$ cat src/usmc_pkg.sv
// Package: item types, command codes, register indexes and reset values.
`timescale 1ns / 1ps
package usmc_pkg;

  typedef struct packed {
    logic       req_type;
    logic [7:0] rx_byte;
  } in_item_t;

  typedef struct packed {
    logic       tx_valid;
    logic [7:0] tx_byte;
    logic       on_led;
    logic       reverse_led;
    logic [3:0] phase_drive;
    logic       stepped;
  } out_item_t;

  localparam logic       REQ_CMD  = 1'b0;
  localparam logic       REQ_TICK = 1'b1;

  localparam logic [7:0] CMD_START  = 8'h31;
  localparam logic [7:0] CMD_STOP   = 8'h32;
  localparam logic [7:0] CMD_TOGGLE = 8'h30;
  localparam logic [7:0] CMD_FASTER = 8'h2B;
  localparam logic [7:0] CMD_SLOWER = 8'h2D;

  localparam logic       CFG_BASE_PERIOD  = 1'b0;
  localparam logic       CFG_PERIOD_SLOPE = 1'b1;

  localparam int unsigned CFG_DATA_W = 16;

  localparam logic [15:0] BASE_PERIOD_RST  = 16'd200;
  localparam logic [7:0]  PERIOD_SLOPE_RST = 8'd15;
  localparam logic [7:0]  SPEED_RST        = 8'd10;
  localparam logic [7:0]  SPEED_MAX        = 8'd255;

endpackage

$ cat src/usmc_core.sv
// Motor control state, configuration registers and per-item result logic.
`timescale 1ns / 1ps
module usmc_core
  import usmc_pkg::*;
(
  input  logic                  clk,
  input  logic                  rst_n,
  input  logic                  cfg_we,
  input  logic                  cfg_index,
  input  logic [CFG_DATA_W-1:0] cfg_wdata,
  input  logic                  accept,
  input  in_item_t              item,
  output out_item_t             result
);

  logic [15:0] base_period_r;
  logic [7:0]  period_slope_r;
  logic [7:0]  speed_r,       speed_nxt;
  logic        reverse_r,     reverse_nxt;
  logic        running_r,     running_nxt;
  logic [1:0]  phase_index_r, phase_index_nxt;
  logic [3:0]  coil_pins_r,   coil_pins_nxt;
  logic [15:0] wait_count_r,  wait_count_nxt;
  logic [15:0] drop;
  logic [15:0] period;
  logic        txv;
  logic        step;

  assign drop   = {8'd0, speed_r} * {8'd0, period_slope_r};
  assign period = (drop >= base_period_r) ? 16'd0 : (base_period_r - drop);

  always_comb begin
    speed_nxt       = speed_r;
    reverse_nxt     = reverse_r;
    running_nxt     = running_r;
    phase_index_nxt = phase_index_r;
    coil_pins_nxt   = coil_pins_r;
    wait_count_nxt  = wait_count_r;
    txv             = 1'b0;
    step            = 1'b0;
    if (item.req_type == REQ_CMD) begin
      case (item.rx_byte)
        CMD_START: begin
          running_nxt = 1'b1;
          txv         = 1'b1;
        end
        CMD_STOP: begin
          running_nxt = 1'b0;
        end
        CMD_TOGGLE: begin
          reverse_nxt = ~reverse_r;
        end
        CMD_FASTER: begin
          if (speed_r != SPEED_MAX) speed_nxt = speed_r + 8'd1;
          txv = 1'b1;
        end
        CMD_SLOWER: begin
          if (speed_r != 8'd0) speed_nxt = speed_r - 8'd1;
          txv = 1'b1;
        end
        default: begin
          txv = 1'b1;
        end
      endcase
    end else if (wait_count_r != 16'd0) begin
      wait_count_nxt = wait_count_r - 16'd1;
    end else if (running_r && (speed_r != 8'd0)) begin
      coil_pins_nxt   = 4'b0001 << phase_index_r;
      phase_index_nxt = reverse_r ? (phase_index_r - 2'd1) : (phase_index_r + 2'd1);
      wait_count_nxt  = period;
      step            = 1'b1;
    end
  end

  always_comb begin
    result.tx_valid    = txv;
    result.tx_byte     = txv ? speed_nxt : 8'd0;
    result.on_led      = running_nxt;
    result.reverse_led = reverse_nxt;
    result.phase_drive = coil_pins_nxt;
    result.stepped     = step;
  end

  always_ff @(posedge clk) begin
    if (!rst_n) begin
      base_period_r  <= BASE_PERIOD_RST;
      period_slope_r <= PERIOD_SLOPE_RST;
      speed_r        <= SPEED_RST;
      reverse_r      <= 1'b0;
      running_r      <= 1'b0;
      phase_index_r  <= 2'd0;
      coil_pins_r    <= 4'd0;
      wait_count_r   <= 16'd0;
    end else begin
      if (cfg_we) begin
        if (cfg_index == CFG_BASE_PERIOD) base_period_r <= cfg_wdata;
        if (cfg_index == CFG_PERIOD_SLOPE) period_slope_r <= cfg_wdata[7:0];
      end
      if (accept) begin
        speed_r       <= speed_nxt;
        reverse_r     <= reverse_nxt;
        running_r     <= running_nxt;
        phase_index_r <= phase_index_nxt;
        coil_pins_r   <= coil_pins_nxt;
        wait_count_r  <= wait_count_nxt;
      end
    end
  end

endmodule

$ cat src/usmc_out_buf.sv
// Result register with a skid stage on the output channel.
`timescale 1ns / 1ps
module usmc_out_buf
  import usmc_pkg::*;
(
  input  logic      clk,
  input  logic      rst_n,
  input  logic      in_valid,
  output logic      in_ready,
  input  out_item_t in_data,
  output logic      out_valid,
  input  logic      out_ready,
  output out_item_t out_data
);

  logic      main_v_r;
  logic      skid_v_r;
  out_item_t main_r;
  out_item_t skid_r;
  logic      take;
  logic      main_free;

  assign in_ready  = ~skid_v_r;
  assign take      = in_valid & in_ready;
  assign main_free = out_ready | ~main_v_r;
  assign out_valid = main_v_r;
  assign out_data  = main_r;

  always_ff @(posedge clk) begin
    if (!rst_n) begin
      main_v_r <= 1'b0;
      skid_v_r <= 1'b0;
    end else if (main_free) begin
      if (skid_v_r) begin
        main_v_r <= 1'b1;
        skid_v_r <= 1'b0;
      end else begin
        main_v_r <= take;
      end
    end else if (take) begin
      skid_v_r <= 1'b1;
    end
  end

  always_ff @(posedge clk) begin
    if (main_free) begin
      if (skid_v_r) main_r <= skid_r;
      else if (take) main_r <= in_data;
    end else if (take) begin
      skid_r <= in_data;
    end
  end

endmodule

$ cat src/uart_stepper_motor_controller.sv
// Top level: stepper motor wave-drive controller fed by command bytes and ticks.
//
//   channel   direction  handshake              payload
//   in_       input      in_valid / in_ready    in_item_t  (req_type, rx_byte)
//   out_      output     out_valid / out_ready  out_item_t (tx, leds, coils, stepped)
//   cfg_      input      cfg_we                 cfg_index, cfg_wdata
//
// One item per cycle while in_ready is high; each result is registered before out_.
// The 8x8 speed-times-slope product and the period clamp are combinational.
// in_ready drops only when both the result register and the skid stage are full.
// Synchronous active-low reset restores the register and motor reset values.
`timescale 1ns / 1ps
module uart_stepper_motor_controller
  import usmc_pkg::*;
(
  input  logic                  clk,
  input  logic                  rst_n,
  input  logic                  in_valid,
  output logic                  in_ready,
  input  in_item_t              in_data,
  output logic                  out_valid,
  input  logic                  out_ready,
  output out_item_t             out_data,
  input  logic                  cfg_we,
  input  logic                  cfg_index,
  input  logic [CFG_DATA_W-1:0] cfg_wdata
);

  logic      accept;
  out_item_t result;

  assign accept = in_valid & in_ready;

  usmc_core u_core (
    .clk      (clk),
    .rst_n    (rst_n),
    .cfg_we   (cfg_we),
    .cfg_index(cfg_index),
    .cfg_wdata(cfg_wdata),
    .accept   (accept),
    .item     (in_data),
    .result   (result)
  );

  usmc_out_buf u_out_buf (
    .clk      (clk),
    .rst_n    (rst_n),
    .in_valid (in_valid),
    .in_ready (in_ready),
    .in_data  (result),
    .out_valid(out_valid),
    .out_ready(out_ready),
    .out_data (out_data)
  );

`ifndef NO_ASSERTIONS
  a_skid_implies_main: assert property (@(posedge clk) disable iff (!rst_n)
    !in_ready |-> out_valid)
    else $error("skid stage full while result register empty");

  a_quiet_tx_byte: assert property (@(posedge clk) disable iff (!rst_n)
    out_valid && !out_data.tx_valid |-> out_data.tx_byte == 8'd0)
    else $error("tx_byte nonzero without tx_valid");

  a_step_onehot: assert property (@(posedge clk) disable iff (!rst_n)
    out_valid && out_data.stepped |-> $onehot(out_data.phase_drive) && !out_data.tx_valid)
    else $error("step item without a single driven coil");
`endif

endmodule

$ cat config.mk
export PLATFORM = sky130hd
export DESIGN_NAME = uart_stepper_motor_controller
export DESIGN_NICKNAME = d
export VERILOG_FILES = /design/src/usmc_pkg.sv /design/src/usmc_core.sv /design/src/usmc_out_buf.sv /design/src/uart_stepper_motor_controller.sv
export SDC_FILE = /design/constraint.sdc
export NUM_CORES = 1
export LEC_CHECK = 0
export CORE_ASPECT_RATIO = 0.6
export CORE_UTILIZATION = 35
export CTS_CLUSTER_DIAMETER = 100
export DETAILED_ROUTE_END_ITERATION = 8
export DONT_BUFFER_PORTS = 1
export SLEW_MARGIN = 25
export SYNTH_ARGS = -nofsm -noshare
export SYNTH_HDL_FRONTEND = slang
export SYNTH_SLANG_ARGS = --single-unit
$ cat constraint.sdc
create_clock -name clk -period 6.6 [get_ports clk]
set_input_delay 1.32 -clock clk [delete_from_list [all_inputs] [get_ports clk]]
set_output_delay 1.32 -clock clk [all_outputs]
set_load 0.005 [all_outputs]
==> results of run 1 <==
[synthesized netlist by cell type, types with 17 or more instances]
cell / n / share of area (%)
nor2_1: 49 / 2.4
nor3_1: 17 / 1.1
and2_1: 63 / 5.2
nand2_1: 115 / 5.7
a21oi_1: 41 / 2.7
dfxtp_1: 58 / 15
clkbuf_1: 27 / 1.3
nand3_1: 22 / 1.5
a21boi_0: 22 / 2.2
ha_1: 56 / 9.2
inv_1: 69 / 3.4
fa_1: 37 / 9.8
o21ai_0: 49 / 3.2
edfxtp_1: 32 / 13
[cell families after synthesis]
family / count (synthesis) / synth area share [%]
fa+ha+maj: 93 / 19.0
mux: 22 / 3.09
simple gates: 342 / 23.7
xor+xnor: 27 / 3.12
compound gates: 201 / 17.6
buf+inv: 104 / 5.42
flops: 90 / 28.0
[through the flow]
| step | util (%) | std cells | worst slack (ps) | power (uW) |
|---|---|---|---|---|
| CTS | 38.8 | 1155 | 207 | 1780 |
| floorplan | - | 879 | 498 | 1100 |
| global placement | 37.3 | 1139 | 312 | 1250 |
| detailed placement | 37.4 | 1139 | 253 | 1250 |
| finish | 38.8 | 1155 | 332 | 1780 |
| global route | 38.8 | 1155 | 2.50 | 1890 |
[layout by cell type (no fill, tap or decap), types with 8 or more instances in the layout]
cell type	n
mux2_2	11
inv_1	69
nor2b_1	10
nor4_1	8
a21boi_0	22
nand2b_1	9
fa_1	37
nand2_1	115
a21oi_1	41
xnor2_1	15
edfxtp_1	32
dfxtp_1	58
nor3_1	17
ha_1	55
o21ai_0	47
mux2i_1	11
nor2_1	49
nand3_1	22
clkbuf_16	9
and2_1	63
a21o_1	8
buf_4	16
xor2_1	12
o21a_1	11
[flip-flops by register name, indices dropped and copies added, names as in the netlist, 2 cells and up]
register and flops:
u_core.base_period_r 16, u_core.wait_count_r 16, u_out_buf.out_data 16, u_out_buf.skid_r 16, u_core.period_slope_r 8, u_core.speed_r 8
u_core.coil_pins_r 4, u_core.phase_index_r 2
[report_power, final]
part           switching, uW  internal (uW)
Sequential              37.2            605
Clock                    254            275
Combinational            373            236
[area by class of cell]
class,count,area [um^2]
Tap cell,279,349
Inverter,69,259
Fill cell,2164,12900
Multi-Input combinational cell,685,5060
Sequential cell,90,2120
Timing Repair Buffer,16,120
Clock inverter,6,57.6
Clock buffer,10,239
[how the worst max path moves through the flow]
stage                                         from                              endpoint  cells after the start
finish              u_core.speed_r[1]$_SDFFE_PN1P_   u_core.wait_count_r[7]$_SDFFE_PN0P_                     22
global route        u_core.speed_r[1]$_SDFFE_PN1P_   u_core.wait_count_r[3]$_SDFFE_PN0P_                     22
CTS                 u_core.speed_r[1]$_SDFFE_PN1P_   u_core.wait_count_r[7]$_SDFFE_PN0P_                     21
detailed placement  u_core.speed_r[1]$_SDFFE_PN1P_   u_core.wait_count_r[6]$_SDFFE_PN0P_                     22
global placement    u_core.speed_r[1]$_SDFFE_PN1P_   u_core.wait_count_r[6]$_SDFFE_PN0P_                     21
floorplan           u_core.speed_r[3]$_SDFFE_PN1P_  u_core.wait_count_r[13]$_SDFFE_PN0P_                     26
[metal layers]
metal  track usage [%]  wire length, um
met5                 0                0
met4              3.54              133
met3              4.85             1350
met2              24.1             7420
met1              29.8            10800
[repair_timing]
action | 4_1_cts | 5_1_grt
endpoints found under the setup margin | 0 | 13
hold buffers | 0 | 0
resized for setup | 0 | 6
[worst max-delay path, delay by kind of cell (launching register included)]
kind / cells / cell delay (ps)
xor+xnor: 1 / 160
compound gates: 8 / 1940
simple gates: 3 / 310
fa+ha+maj: 6 / 2780
buf+inv: 4 / 540
flops: 1 / 480
==> metrics, run 1 <==
CTS Root Cell clkbuf_16; async set-or-reset flop fraction in the synthesized netlist 0%; slew at the pin with the worst max-slew slack 801 ps; PortBufs 0; Worst slew margin 45.9%; layout cells sized above 1 under 10%; internal reg-to-reg setup slack 330 ps; Worst Hold Depth 2; Static Leak 0.00342 uW; first-pass GRT wire length 31.7 mm; Residual DRC 0; DIE AREA 22300 um^2; GP Congestion 0.932; worst reg2reg path startpoint u_core.speed_r[1]$_SDFFE_PN1P_; final setup fails 0; Initial Util 35.8%; Routed Antenna Nets 0; Clk pin slew, worst setup/hold paths 80 ps; Cell Area, Synth 7580 um^2; Worst setup EP type flop; worst min path class flop to flop; Setup TNS Final 0 ps; Bufs on Longest Clock Path 2; Final period util 95.0%; minimum clock period between 6000 and 7000 ps; Syn Inst Count 879; placed cell area 7900 um^2; Synth Warn # 0; CP Data Required Time 6890 ps; distinct cell type count after synthesis 76; PwrDens about 220 nW/um^2; clock sinks 90; hold endpoint u_core.base_period_r[9]$_SDFFE_PN0P_; CTS tree yes; largest net degree at the start of global routing 60; Min Hold Slack approximately 480 ps; Placement Rows 41; CP dominant cell by count fa_1; ANT cells 0; post-CTS setup buffer count 0; die height 116 um; I/O Pins between 40 and 50; critical-path cell list buf_4 > and2_1 > fa_1 > fa_1 > fa_1 > inv_1 > fa_1 > inv_1 > ha_1 > o21a_1 > o21ai_0 > o311ai_1 > o41ai_2 > xor2_1 > ha_1 > nand2_1 > o21a_1 > a221o_1 > a41oi_4 > buf_4 > nand3b_1 > a21oi_1; Max Slew Vio Count 0; Syn Area/Cell about 8.6 um^2; sequential share of the synthesized area 28.0%; Total GRT Usage 18.6%; routed vias roughly 6200; Max Fclk 160 MHz; RSZ-0062 raised after global routing false; drt pass-1 iters 5; DR iter-0 viols 482; Syn Nets about 1000; Worst IR Drop VDD ~0.00014 V; Via density 5.33; Worst Setup Start Kind flop; crit path max-delay cell type fa_1; final net count 995; GRT Residual Overflow 0; clk_lat worst skew 360 ps; Max-Cap Viols 0; Post-synth EDFFs 32; drt wl/cell around 17 um; FF+latch count, synth 90; Reg-to-Reg End u_core.wait_count_r[7]$_SDFFE_PN0P_; Worst Skew about 9.2 ps; HPWL after detailed placement 15.5 mm; deepest level of the CTS H-tree 3; number of global-route vias before repair 5672; chip width around 190 um; area grow syn2layout 8.36%; Main synth FF type dfxtp_1; Final Hold Fails 0; CP Class flop to flop; Critical Path AT 6560 ps; core footprint between 20000 and 25000 um^2; status finished clean; CP max FO 8; Max stage delay on crit path roughly 560 ps; Finished Cell Area 8210 um^2; cts bufs inserted 9; antenna violations before repair 0; FF-to-FF path depth 22; Routed WL 19.7 mm; worst hold start u_core.base_period_r[9]$_SDFFE_PN0P_
Power figures use the tool's default switching activity.
==> run 2, diff against run 1 <==
--- a/config.mk
+++ b/config.mk
@@ -13,4 +13,5 @@
 export SLEW_MARGIN = 25
 export SYNTH_ARGS = -nofsm -noshare
 export SYNTH_HDL_FRONTEND = slang
+export SYNTH_HIERARCHICAL = 1
 export SYNTH_SLANG_ARGS = --single-unit
==> metrics, run 2 <==
CP Class flop to flop; worst min path class flop to flop; Min Hold Slack 459 ps; Total GRT Usage 18.9%; Residual DRC 0; Max Fclk 158 MHz; Worst Setup Start Kind flop; most common cell after layout, fill and taps aside nand2_1; Bufs on Longest Clock Path 2; CP Data Required Time 6890 ps; Synth top area share 15.5%; final net count 973; Worst Skew 12.3 ps; antenna violations before repair 0; Worst slew margin approximately 36%; drt pass-1 iters 6; slew at the pin with the worst max-slew slack 958 ps; first-pass GRT wire length 31.6 mm; cts bufs inserted 9; I/O Pins 49; GP Congestion 0.901; ANT cells 0; clock sinks 90; Cell Area, Synth about 7500 um^2; CP dominant cell by count fa_1; Worst IR Drop VDD around 0.00014 V; Clk pin slew, worst setup/hold paths 80 ps; Final Hold Fails 0; async set-or-reset flop fraction in the synthesized netlist 0%; Syn Area/Cell approximately 8.6 um^2; distinct cell type count after synthesis 73; status finished clean; minimum clock period 6340 ps; Final period util 96.0%; Via density 5.36; sequential share of the synthesized area ~28%; die height 115 um; number of global-route vias before repair 5670; PortBufs 0; RSZ-0062 raised after global routing false; Initial Util 36.5%; PwrDens 272 nW/um^2; Critical Path AT 6630 ps; Post-synth EDFFs 32; top-count cell post-synth nand2_1; Static Leak 0.00341 uW; DIE AREA 22000 um^2; CTS hold repair buffers 0; Synth area leader dfxtp_1; CTS tree yes; chip width 191 um; Setup TNS Final 0 ps; fin worst setup slack 265 ps; Max-Cap Viols 0; Main synth FF type dfxtp_1; layout cells sized above 1 10.1%; Worst setup EP type flop; core footprint 20500 um^2; routed vias 6037; area grow syn2layout 8.63%; critical-path cell list buf_4 > and2_1 > fa_1 > fa_1 > fa_1 > inv_1 > fa_1 > inv_1 > ha_1 > a2111o_1 > a31o_2 > a21oi_1 > xor2_1 > ha_1 > and3_1 > and2_1 > nand2_1 > o31a_1 > o21a_4 > or4b_1 > a21oi_1; top post-synthesis cells by count nand2_1, a21oi_1, inv_1; deepest level of the CTS H-tree 3; Routed Antenna Nets 0; Placement Rows 40; CTS Root Cell clkbuf_16; Setup WS pre-CTS 225 ps; GRT Residual Overflow 0; clk_lat worst skew 370 ps; Routed WL 19.9 mm; HPWL after detailed placement 15.3 mm; Max Slew Vio Count 0; CP max FO 10; Synth Warn # 6; crit path max-delay cell type fa_1; Syn Inst Count 865; Max stage delay on crit path 560 ps; top post-synthesis cells by area dfxtp_1, edfxtp_1, fa_1, ha_1, and2_1; FF+latch count, synth 90; largest net degree at the start of global routing 32; DR iter-0 viols 461; final setup fails 0; Syn Nets 989; commonest non-fill, non-tap cells in the layout nand2_1, inv_1, a21oi_1; drt wl/cell 17.6 um
[run 2: changes by cell type after synthesis, sizes merged, moves of 5 or more]
cell,change
a21boi,-20
a21oi,+27
clkbuf,+7
mux2,+6
mux2i,-8
nand2,-16
nand3,-9
nor2,+17
nor2b,-5
o21a,-6
o21ai,-16
xnor2,+6
[run 2: cell type report]
type / instances / area, um^2
clock buffer: 9 / 225
clock inverter: 7 / 93.8
timing repair buffer: 16 / 120
sequential: 90 / 2140
inverter: 71 / 267
fill: 2026 / 12300
multi-input combinational: 661 / 4940
tap: 273 / 342
[run 2: path summary, 6_finish.rpt]
check / slack (ps) / cells after the start / from / endpoint
worst max-delay path: 260 / 21 / u_core/speed_r[1]$_SDFFE_PN1P_ / u_core/wait_count_r[14]$_SDFFE_PN0P_
worst min-delay path: 460 / 2 / u_core/base_period_r[0]$_SDFFE_PN0P_ / u_core/base_period_r[0]$_SDFFE_PN0P_
worst max register to register: 260 / 21 / u_core/speed_r[1]$_SDFFE_PN1P_ / u_core/wait_count_r[14]$_SDFFE_PN0P_
worst min register to register: 460 / 2 / u_core/base_period_r[0]$_SDFFE_PN0P_ / u_core/base_period_r[0]$_SDFFE_PN0P_
[run 2: power by group]
| group | internal, uW | switching, uW | total [uW] |
|---|---|---|---|
| clock network | 305 | 261 | 566 |
| logic | 396 | 608 | 1000 |
| registers | 604 | 33.9 | 637 |
[run 2: repair_timing]
item                       in CTS  in global routing
setup endpoints to repair       0                 16
resized for setup               0                 19
setup buffers                   0                  1
[run 2: cells by family after synthesis]
family	share of synthesized area (%)
adders and majority gates	19.3
AOI/OAI and AO/OA	15.5
xor gates and xnor gates	4.10
muxes	3.77
DFF	28.4
and+or+nand+nor	22.8
buffers and inverters	6.22
[run 2: metrics by stage]
stage | cell area [um^2] | util, % | power, uW | std cells
4_1_cts | 8060 | 39.4 | 2200 | 1125
2_1_floorplan | 7480 | - | 1390 | 865
6_report | 8120 | 39.7 | 2210 | 1127
3_3_place_gp | 7740 | 37.8 | 1620 | 1109
3_5_place_dp | 7740 | 37.8 | 1620 | 1109
5_1_grt | 8120 | 39.7 | 2370 | 1127
[run 2: critical path: cells and delay by family (launching register included)]
family	cells	cell delay (ps)
AND/OR/NAND/NOR	5	1110
buffers and inverters	3	290
adder cells (fa/ha/maj)	6	2790
flip-flops	1	380
XOR/XNOR	1	240
AO/OA/AOI/OAI	6	1430
[run 2: layer usage]
| metal | routed length [um] | vias to the layer above | GRT usage (%) |
|---|---|---|---|
| met4 | 158 | 0 | 4.37 |
| met2 | 7310 | 222 | 24.0 |
| li1 | - | 2963 | - |
| met5 | 0 | - | 0 |
| met3 | 1740 | 9 | 5.40 |
| met1 | 10700 | 2843 | 30.0 |
